<file path="config.mk">
export PLATFORM = sky130hd
export DESIGN_NAME = switch_event_rate_limiter
export DESIGN_NICKNAME = d
export VERILOG_FILES = /design/src/rtl/core/srl_pkg.sv /design/src/rtl/core/srl_cell.sv /design/src/rtl/core/switch_event_rate_limiter.sv
export VERILOG_INCLUDE_DIRS = /design/src /design/src/rtl/core
export SDC_FILE = /design/constraint.sdc
export NUM_CORES = 1
export LEC_CHECK = 0
export BUFFER_PORTS_ARGS = -buffer_cell sky130_fd_sc_hd__clkbuf_2
export CORE_MARGIN = 5
export CORE_UTILIZATION = 55
export CTS_CLUSTER_DIAMETER = 150
export DETAILED_ROUTE_END_ITERATION = 10
export GPL_ROUTABILITY_DRIVEN = 1
export PLACE_DENSITY = 0.67
export SLEW_MARGIN = 10
export SYNTH_ARGS = -nofsm -noshare
export SYNTH_HDL_FRONTEND = slang
export SYNTH_SLANG_ARGS = --single-unit
</file>
<file path="constraint.sdc">
create_clock -name clk -period 11.3 [get_ports clk]
set_input_delay 0 -clock clk [delete_from_list [all_inputs] [get_ports clk]]
set_output_delay 0 -clock clk [all_outputs]
set_load 0.03 [all_outputs]
</file>
<file path="src/rtl/core/switch_event_rate_limiter_defines.svh">
// assertion macros shared by the rate limiter rtl
// needs clk and rst in the scope where a macro is used
`ifndef SWITCH_EVENT_RATE_LIMITER_DEFINES_SVH
`define SWITCH_EVENT_RATE_LIMITER_DEFINES_SVH
`ifndef SYNTHESIS
// property holds on every clock edge outside reset
`define SRL_ASSERT(label, prop) \
  label: assert property (@(posedge clk) disable iff (rst) (prop)) \
    else $error("srl assertion failed");
// consequent holds in the cycle after the antecedent
`define SRL_ASSERT_NEXT(label, ante, cons) \
  label: assert property (@(posedge clk) disable iff (rst) (ante) |=> (cons)) \
    else $error("srl assertion failed");
`else
`define SRL_ASSERT(label, prop)
`define SRL_ASSERT_NEXT(label, ante, cons)
`endif
`endif

</file>
<file path="src/rtl/core/srl_pkg.sv">
// types and constants for the switch event rate limiter
// no dependencies
package srl_pkg;

  localparam int ID_W = 16;
  localparam int TIME_W = 32;
  localparam int CFG_W = 8;
  localparam int IDX_OUT_W = 3;
  localparam logic [CFG_W-1:0] MIN_INTERVAL_RESET = 8'd5;

  // one event beat
  typedef struct packed {
    logic              mode;
    logic [ID_W-1:0]   sensor_id;
    logic [TIME_W-1:0] now_seconds;
  } ev_t;

  // one result beat
  typedef struct packed {
    logic                 trigger;
    logic [IDX_OUT_W-1:0] entry_index;
    logic                 was_new;
    logic                 dropped;
  } res_t;

  // status passed from cell to cell
  typedef struct packed {
    logic hit;
    logic trig;
  } chain_t;

  typedef enum logic {
    ST_IDLE,
    ST_LOOK
  } state_t;

endpackage

</file>
<file path="src/rtl/core/srl_cell.sv">
// one table slot of the rate limiter: id, last on time, on flag
// depends on srl_pkg
module srl_cell #(
  parameter int IDX_W = 3,
  parameter int CNT_W = 4,
  parameter int IDX   = 0
) (
  input  logic                        clk,
  input  logic                        rst,
  input  srl_pkg::ev_t                key,
  input  logic [srl_pkg::CFG_W-1:0]   min_interval,
  input  logic [CNT_W-1:0]            used_count,
  input  logic                        miss,
  input  logic                        commit,
  input  srl_pkg::chain_t             chain_in,
  input  logic [IDX_W-1:0]            idx_in,
  output srl_pkg::chain_t             chain_out,
  output logic [IDX_W-1:0]            idx_out
);

  logic                         occ;
  logic                         is_on;
  logic [srl_pkg::ID_W-1:0]     id;
  logic [srl_pkg::TIME_W-1:0]   last_on;
  logic [srl_pkg::TIME_W-1:0]   elapsed;
  logic                         match;
  logic                         trig_here;
  logic                         claim;

  // compare against the event key and check the hold-off time
  always_comb begin
    match     = occ && (id == key.sensor_id);
    elapsed   = key.now_seconds - last_on;
    trig_here = match && key.mode && !is_on &&
                (elapsed > srl_pkg::TIME_W'(min_interval));
    claim     = commit && miss && !occ && (used_count == CNT_W'(IDX));
  end

  // hand hit status and slot index to the next cell
  always_comb begin
    chain_out.hit  = chain_in.hit | match;
    chain_out.trig = chain_in.trig | trig_here;
    idx_out        = match ? IDX_W'(IDX) : idx_in;
  end

  // control flags
  always_ff @(posedge clk) begin
    if (rst) begin
      occ   <= 1'b0;
      is_on <= 1'b0;
    end else if (claim) begin
      occ   <= 1'b1;
      is_on <= key.mode;
    end else if (commit && match) begin
      is_on <= key.mode;
    end
  end

  // slot payload
  always_ff @(posedge clk) begin
    if (claim) begin
      id      <= key.sensor_id;
      last_on <= key.mode ? key.now_seconds : '0;
    end else if (commit && match && key.mode && !is_on) begin
      last_on <= key.now_seconds;
    end
  end

endmodule

</file>
<file path="src/rtl/core/switch_event_rate_limiter.sv">
// switch event rate limiter top level: handshake, config and cell row
// depends on srl_pkg, srl_cell and switch_event_rate_limiter_defines.svh
//
// usage:
//   ev channel (ev_valid/ev_ready/ev) carries mode, sensor id and time in
//   seconds. res channel (res_valid/res_ready/res) returns one result beat
//   per event: trigger, entry index, was_new and dropped.
//   cfg_we/cfg_wdata write min_interval (reset value 5) while idle.
// flow: an accepted event beat is registered as the key; in state LOOK
//   every slot cell compares it in parallel while the hit and trigger
//   status ripple down the cell row, then it commits and res_valid rises
//   once any pending result is taken. no new event is taken until then.
// reset: all slots empty, min_interval back to 5, no result pending.
// stall: the result sits in an output register; a new event is still
//   taken, but it cannot commit until the pending result has been taken,
//   so ev_ready stays low while that event waits.
`include "switch_event_rate_limiter_defines.svh"
module switch_event_rate_limiter #(
  parameter int ENTRIES = 8
) (
  input  logic                      clk,
  input  logic                      rst,
  input  logic                      ev_valid,
  output logic                      ev_ready,
  input  srl_pkg::ev_t              ev,
  output logic                      res_valid,
  input  logic                      res_ready,
  output srl_pkg::res_t             res,
  input  logic                      cfg_we,
  input  logic [srl_pkg::CFG_W-1:0] cfg_wdata
);

  localparam int IDX_W = (ENTRIES > 1) ? $clog2(ENTRIES) : 1;
  localparam int CNT_W = $clog2(ENTRIES + 1);

  srl_pkg::state_t            state;
  srl_pkg::state_t            state_next;
  srl_pkg::ev_t               key;
  logic [srl_pkg::CFG_W-1:0]  min_interval;
  logic [CNT_W-1:0]           used_count;
  logic                       res_valid_next;
  logic                       commit;
  logic                       miss;
  logic                       full;
  srl_pkg::chain_t            chain [ENTRIES+1];
  logic [IDX_W-1:0]           idx_c [ENTRIES+1];
  logic [IDX_W-1:0]           sel_idx;
  logic [IDX_W+2:0]           sel_ext;
  srl_pkg::res_t              res_next;

  // next state
  always_comb begin
    state_next = state;
    case (state)
      srl_pkg::ST_IDLE: begin
        if (ev_valid) state_next = srl_pkg::ST_LOOK;
      end
      srl_pkg::ST_LOOK: begin
        if (commit) state_next = srl_pkg::ST_IDLE;
      end
      default: state_next = srl_pkg::ST_IDLE;
    endcase
  end

  // state outputs
  always_comb begin
    ev_ready = 1'b0;
    commit   = 1'b0;
    case (state)
      srl_pkg::ST_IDLE: ev_ready = 1'b1;
      srl_pkg::ST_LOOK: commit   = !res_valid || res_ready;
      default: begin
        ev_ready = 1'b0;
        commit   = 1'b0;
      end
    endcase
  end

  always_ff @(posedge clk) begin
    if (rst) state <= srl_pkg::ST_IDLE;
    else     state <= state_next;
  end

  // event key capture
  always_ff @(posedge clk) begin
    if (ev_valid && ev_ready) key <= ev;
  end

  // config register
  always_ff @(posedge clk) begin
    if (rst)         min_interval <= srl_pkg::MIN_INTERVAL_RESET;
    else if (cfg_we) min_interval <= cfg_wdata;
  end

  // row of slot cells
  assign chain[0] = '0;
  assign idx_c[0] = '0;
  assign miss     = !chain[ENTRIES].hit;
  assign full     = (used_count == CNT_W'(ENTRIES));

  for (genvar i = 0; i < ENTRIES; i++) begin : g_cell
    srl_cell #(
      .IDX_W (IDX_W),
      .CNT_W (CNT_W),
      .IDX   (i)
    ) u_cell (
      .clk          (clk),
      .rst          (rst),
      .key          (key),
      .min_interval (min_interval),
      .used_count   (used_count),
      .miss         (miss),
      .commit       (commit),
      .chain_in     (chain[i]),
      .idx_in       (idx_c[i]),
      .chain_out    (chain[i+1]),
      .idx_out      (idx_c[i+1])
    );
  end

  // result for the event in flight
  always_comb begin
    sel_idx = miss ? used_count[IDX_W-1:0] : idx_c[ENTRIES];
    sel_ext = {3'b000, sel_idx};
    res_next.trigger     = 1'b0;
    res_next.entry_index = '0;
    res_next.was_new     = 1'b0;
    res_next.dropped     = 1'b0;
    if (!miss) begin
      res_next.trigger     = chain[ENTRIES].trig;
      res_next.entry_index = sel_ext[srl_pkg::IDX_OUT_W-1:0];
    end else if (!full) begin
      res_next.trigger     = key.mode;
      res_next.entry_index = sel_ext[srl_pkg::IDX_OUT_W-1:0];
      res_next.was_new     = 1'b1;
    end else begin
      res_next.dropped     = 1'b1;
    end
  end

  // fill count
  always_ff @(posedge clk) begin
    if (rst)                          used_count <= '0;
    else if (commit && miss && !full) used_count <= used_count + 1'b1;
  end

  // output register
  assign res_valid_next = commit || (res_valid && !res_ready);

  always_ff @(posedge clk) begin
    if (rst) res_valid <= 1'b0;
    else     res_valid <= res_valid_next;
  end

  always_ff @(posedge clk) begin
    if (commit) res <= res_next;
  end

  // checks
  `SRL_ASSERT(a_no_overwrite, !(res_valid && !res_ready && commit))
  `SRL_ASSERT(a_count_bound, used_count <= CNT_W'(ENTRIES))
  `SRL_ASSERT(a_drop_clean, !(res_valid && res.dropped && (res.trigger || res.was_new)))
  `SRL_ASSERT_NEXT(a_take_to_look, ev_valid && ev_ready, state == srl_pkg::ST_LOOK)
  `SRL_ASSERT_NEXT(a_commit_result, commit, res_valid)

endmodule
</file>
==> out/metrics.yaml <==
global_routing:
  antenna_found_initial: 5
  grtUsageTotal_pct: 28.6
  grt_pass1_wl_mm: 154
  grt_pass1_vias: 27800
  overflow: 0
  grt_max_degree: 41
worst_setup_path:
  cp_data_arrival_time_ns: 6.52
  slowest_delay_ns: 0.96
  critPathCaptureType: "flop"
  cp_slowest_cell: "edfxtp_1"
  critPathRequiredTime_ns: 11.65
  critPathKind: "flop to flop"
  path_max_fanout: 15
  crit_chain: "clkinv_1, fa_1, nor2b_1, nor2_1, nor2b_1, nor2_1, xnor2_1, ha_1, nand4_1, o31a_1, or4_1, nor4_1, o311ai_0, a2111oi_0, nand4_1, nor4_2, o221ai_1, nor3_2, nand3_1"
  start_kind: "flop"
detailed_routing:
  wire_per_inst_um: 21.4
  routed_wl_mm: 100
  via_per_inst: 6.11
  postRouteAntennaNets: 0
  first_pass_iters: 6
  dr_total_vias: 28700
  drtIter0Drc: 2294
  drc_errors: 0
synth:
  synthSimpleGateAreaFrac_pct: 17.8
  synth_nets: 4067
  synthAdderAreaFrac_pct: 11.8
  synth.distinct_cells: 106
  async_reset_ff_share_pct: 0
  synth_compound_area_share_pct: 17.7
  yosysSeqAreaShare_pct: 39.6
  yosysWarnings: 0
  synthXorXnorAreaFrac_pct: 6.64
  netlist_instances: 3681
  ys_top_cells_by_area: "edfxtp_1 (38%), ha_1 (11%), nor2b_1 (5.0%)"
  synth_top_area_share_pct: 37.9
  yosysTopAreaCell: "edfxtp_1"
  synth_flop_cell: "edfxtp_1"
  muxShareOfSynthArea_pct: 1.14
  synth_top_family_by_area: "simple AND/OR/NAND/NOR gates"
  avgSynthCellArea_um2: 9.45
  yosys_register_bits: 469
  synth_edf_count: 439
  synth_area_um2: 34800
sta:
  worst_pin_slew_ns: 1.10
  setup_viol: 0
  fin_ws_ns: 5.13
  slew_headroom_pct: 26.6
  min_period_ns: 6.17
  max_freq_mhz: 162
  timing.final.crit_share_pct: 54.6
  rsz0062_at_grt: "no"
  maxSlewViolCount: 0
  finClkSkew_ns: 0.0583
  hold_viol: 0
  fin_setup_tns_ns: 0
outcome:
  outcome: "complete, no violations"
floorplan:
  die-area_um2: 68400
  fp.coreArea_um2: 62900
  initial_core_util_pct: 55.4
  fp.dieH_um: 262
  num_rows: 92
  ioPinCount: 70
  die_x_um: 262
cells_and_area:
  layout_commonest_cell: "edfxtp_1"
  drive_above_1_share_pct: 7.05
  nets: 4187
  layout_common_cells: "edfxtp_1 (439), inv_1 (353), ha_1 (316)"
  fillCellCount: 5303
  areaGrowthSynthToFinish_pct: 11.3
placement:
  dp_slack_ns: 5.24
  dp_hpwl_mm: 69.8
  port_buffers: 69
  place_congestion: 0.975
job:
  maxCapViolations: 0
power:
  p_total_mw: 4.83
  ir_worst_vdd_mv: 0.142
  powerDensity_nw_per_um2: 125
  p_leak_nw: 15.8
cts:
  clk_latency_ns: 0.64
  clk_pin_slew_ns: 0.06
  clock-sinks: 469
  cts_tree: "yes"
  h-tree-depth: 2
  cts_buffer_depth: 3
  clock-root-buffer: "clkbuf_16"
  cts_setup_buffers: 0
  cts_buffers: 55
worst_hold_path:
  hold_path.class: "input pin to flop"
## synth_stat cells (90+ instances only)
cell type,n
edfxtp_1,439
clkbuf_1,97
inv_1,353
ha_1,316
o21ai_0,173
xnor2_1,134
nor2_1,219
nand2_1,248
nor2b_1,276
xor2_1,128
a21oi_1,254
a21o_1,90
## registers in the layout (all words and copies together) (netlist names)
name                   flops
state                      1
g_cell.u_cell.last_on    256
g_cell.u_cell.occ          8
g_cell.u_cell.is_on        8
used_count                 4
g_cell.u_cell.id         128
min_interval               8
res_valid                  1
res                        6
key                       49
## where the power goes
group,internal [mW],switching [mW],leakage [nW],total [mW]
registers,1.95,0.0391,4.23,1.99
logic,0.378,0.584,10.6,0.961
clock network,1.13,0.757,0.931,1.88
## cells by family after synthesis
logic type,count (synthesis)
AO/OA/AOI/OAI,930
XOR/XNOR,263
adder cells (fa/ha/maj),324
buffers and inverters,481
flip-flops,469
multiplexers,39
AND/OR/NAND/NOR,1175
## worst max-delay path, delay by kind of cell, from the launching register on
| kind | cells | cell delay [ns] |
|---|---|---|
| simple gates | 11 | 2.12 |
| flops | 1 | 0.96 |
| xor+xnor | 1 | 0.13 |
| buf+inv | 1 | 0.62 |
| fa+ha+maj | 2 | 0.89 |
| compound gates | 4 | 1.14 |
## timing repair
item,CTS,global route
resized for setup,0,0
endpoints found under the hold margin,68,0
hold buffers,68,0
## metrics by stage
step                      utilization (%)  hold WS [ns]  area, um2  cells
final                                61.6        0.0523      38700   4694
after global routing                 61.6        0.0475      38700   4692
after CTS                            61.6     0.0000244      38700   4692
after detailed placement             57.5         0.179      36100   4522
after global placement               57.5         0.177      36100   4522
after floorplan                         -        0.0989      34800   3681
## layer usage
layer | part of all wire [%] | up-vias | routed length (um) | GRT usage [%]
met4 | 5.5 | 0 | 5520 | 13.0
met2 | 45 | 1052 | 45100 | 46.1
met3 | 7.1 | 237 | 7130 | 4.80
met5 | 0 | - | 0 | 0
li1 | - | 13700 | - | -
met1 | 42 | 13700 | 42600 | 38.1
## cell type report
cell class	instances	area, um2	area share [%]
Inverter	357	1340	3.46
Sequential cell	469	13800	35.6
Timing Repair Buffer	187	1400	3.62
Multi-Input combinational cell	2731	19200	49.6
Antenna cell	2	5.00	0.0129
Clock inverter	33	455	1.18
Tap cell	846	1060	2.73
Clock buffer	69	1460	3.77
## worst paths after layout
| kind | startpoint | to | slack, ns | depth (start not counted) |
|---|---|---|---|---|
| setup / recovery | key[1]$_DFFE_PP_ | res[5]$_DFFE_PP_ | 5.13 | 19 |
| hold / removal | rst | used_count[0]$_SDFFE_PP0P_ | 0.05 | 2 |
| setup reg to reg | key[1]$_DFFE_PP_ | res[5]$_DFFE_PP_ | 5.13 | 19 |
| hold reg to reg | g_cell[2].u_cell.is_on$_SDFFE_PP0P_ | g_cell[2].u_cell.is_on$_SDFFE_PP0P_ | 0.48 | 2 |
(Power assumes the default switching activity.)
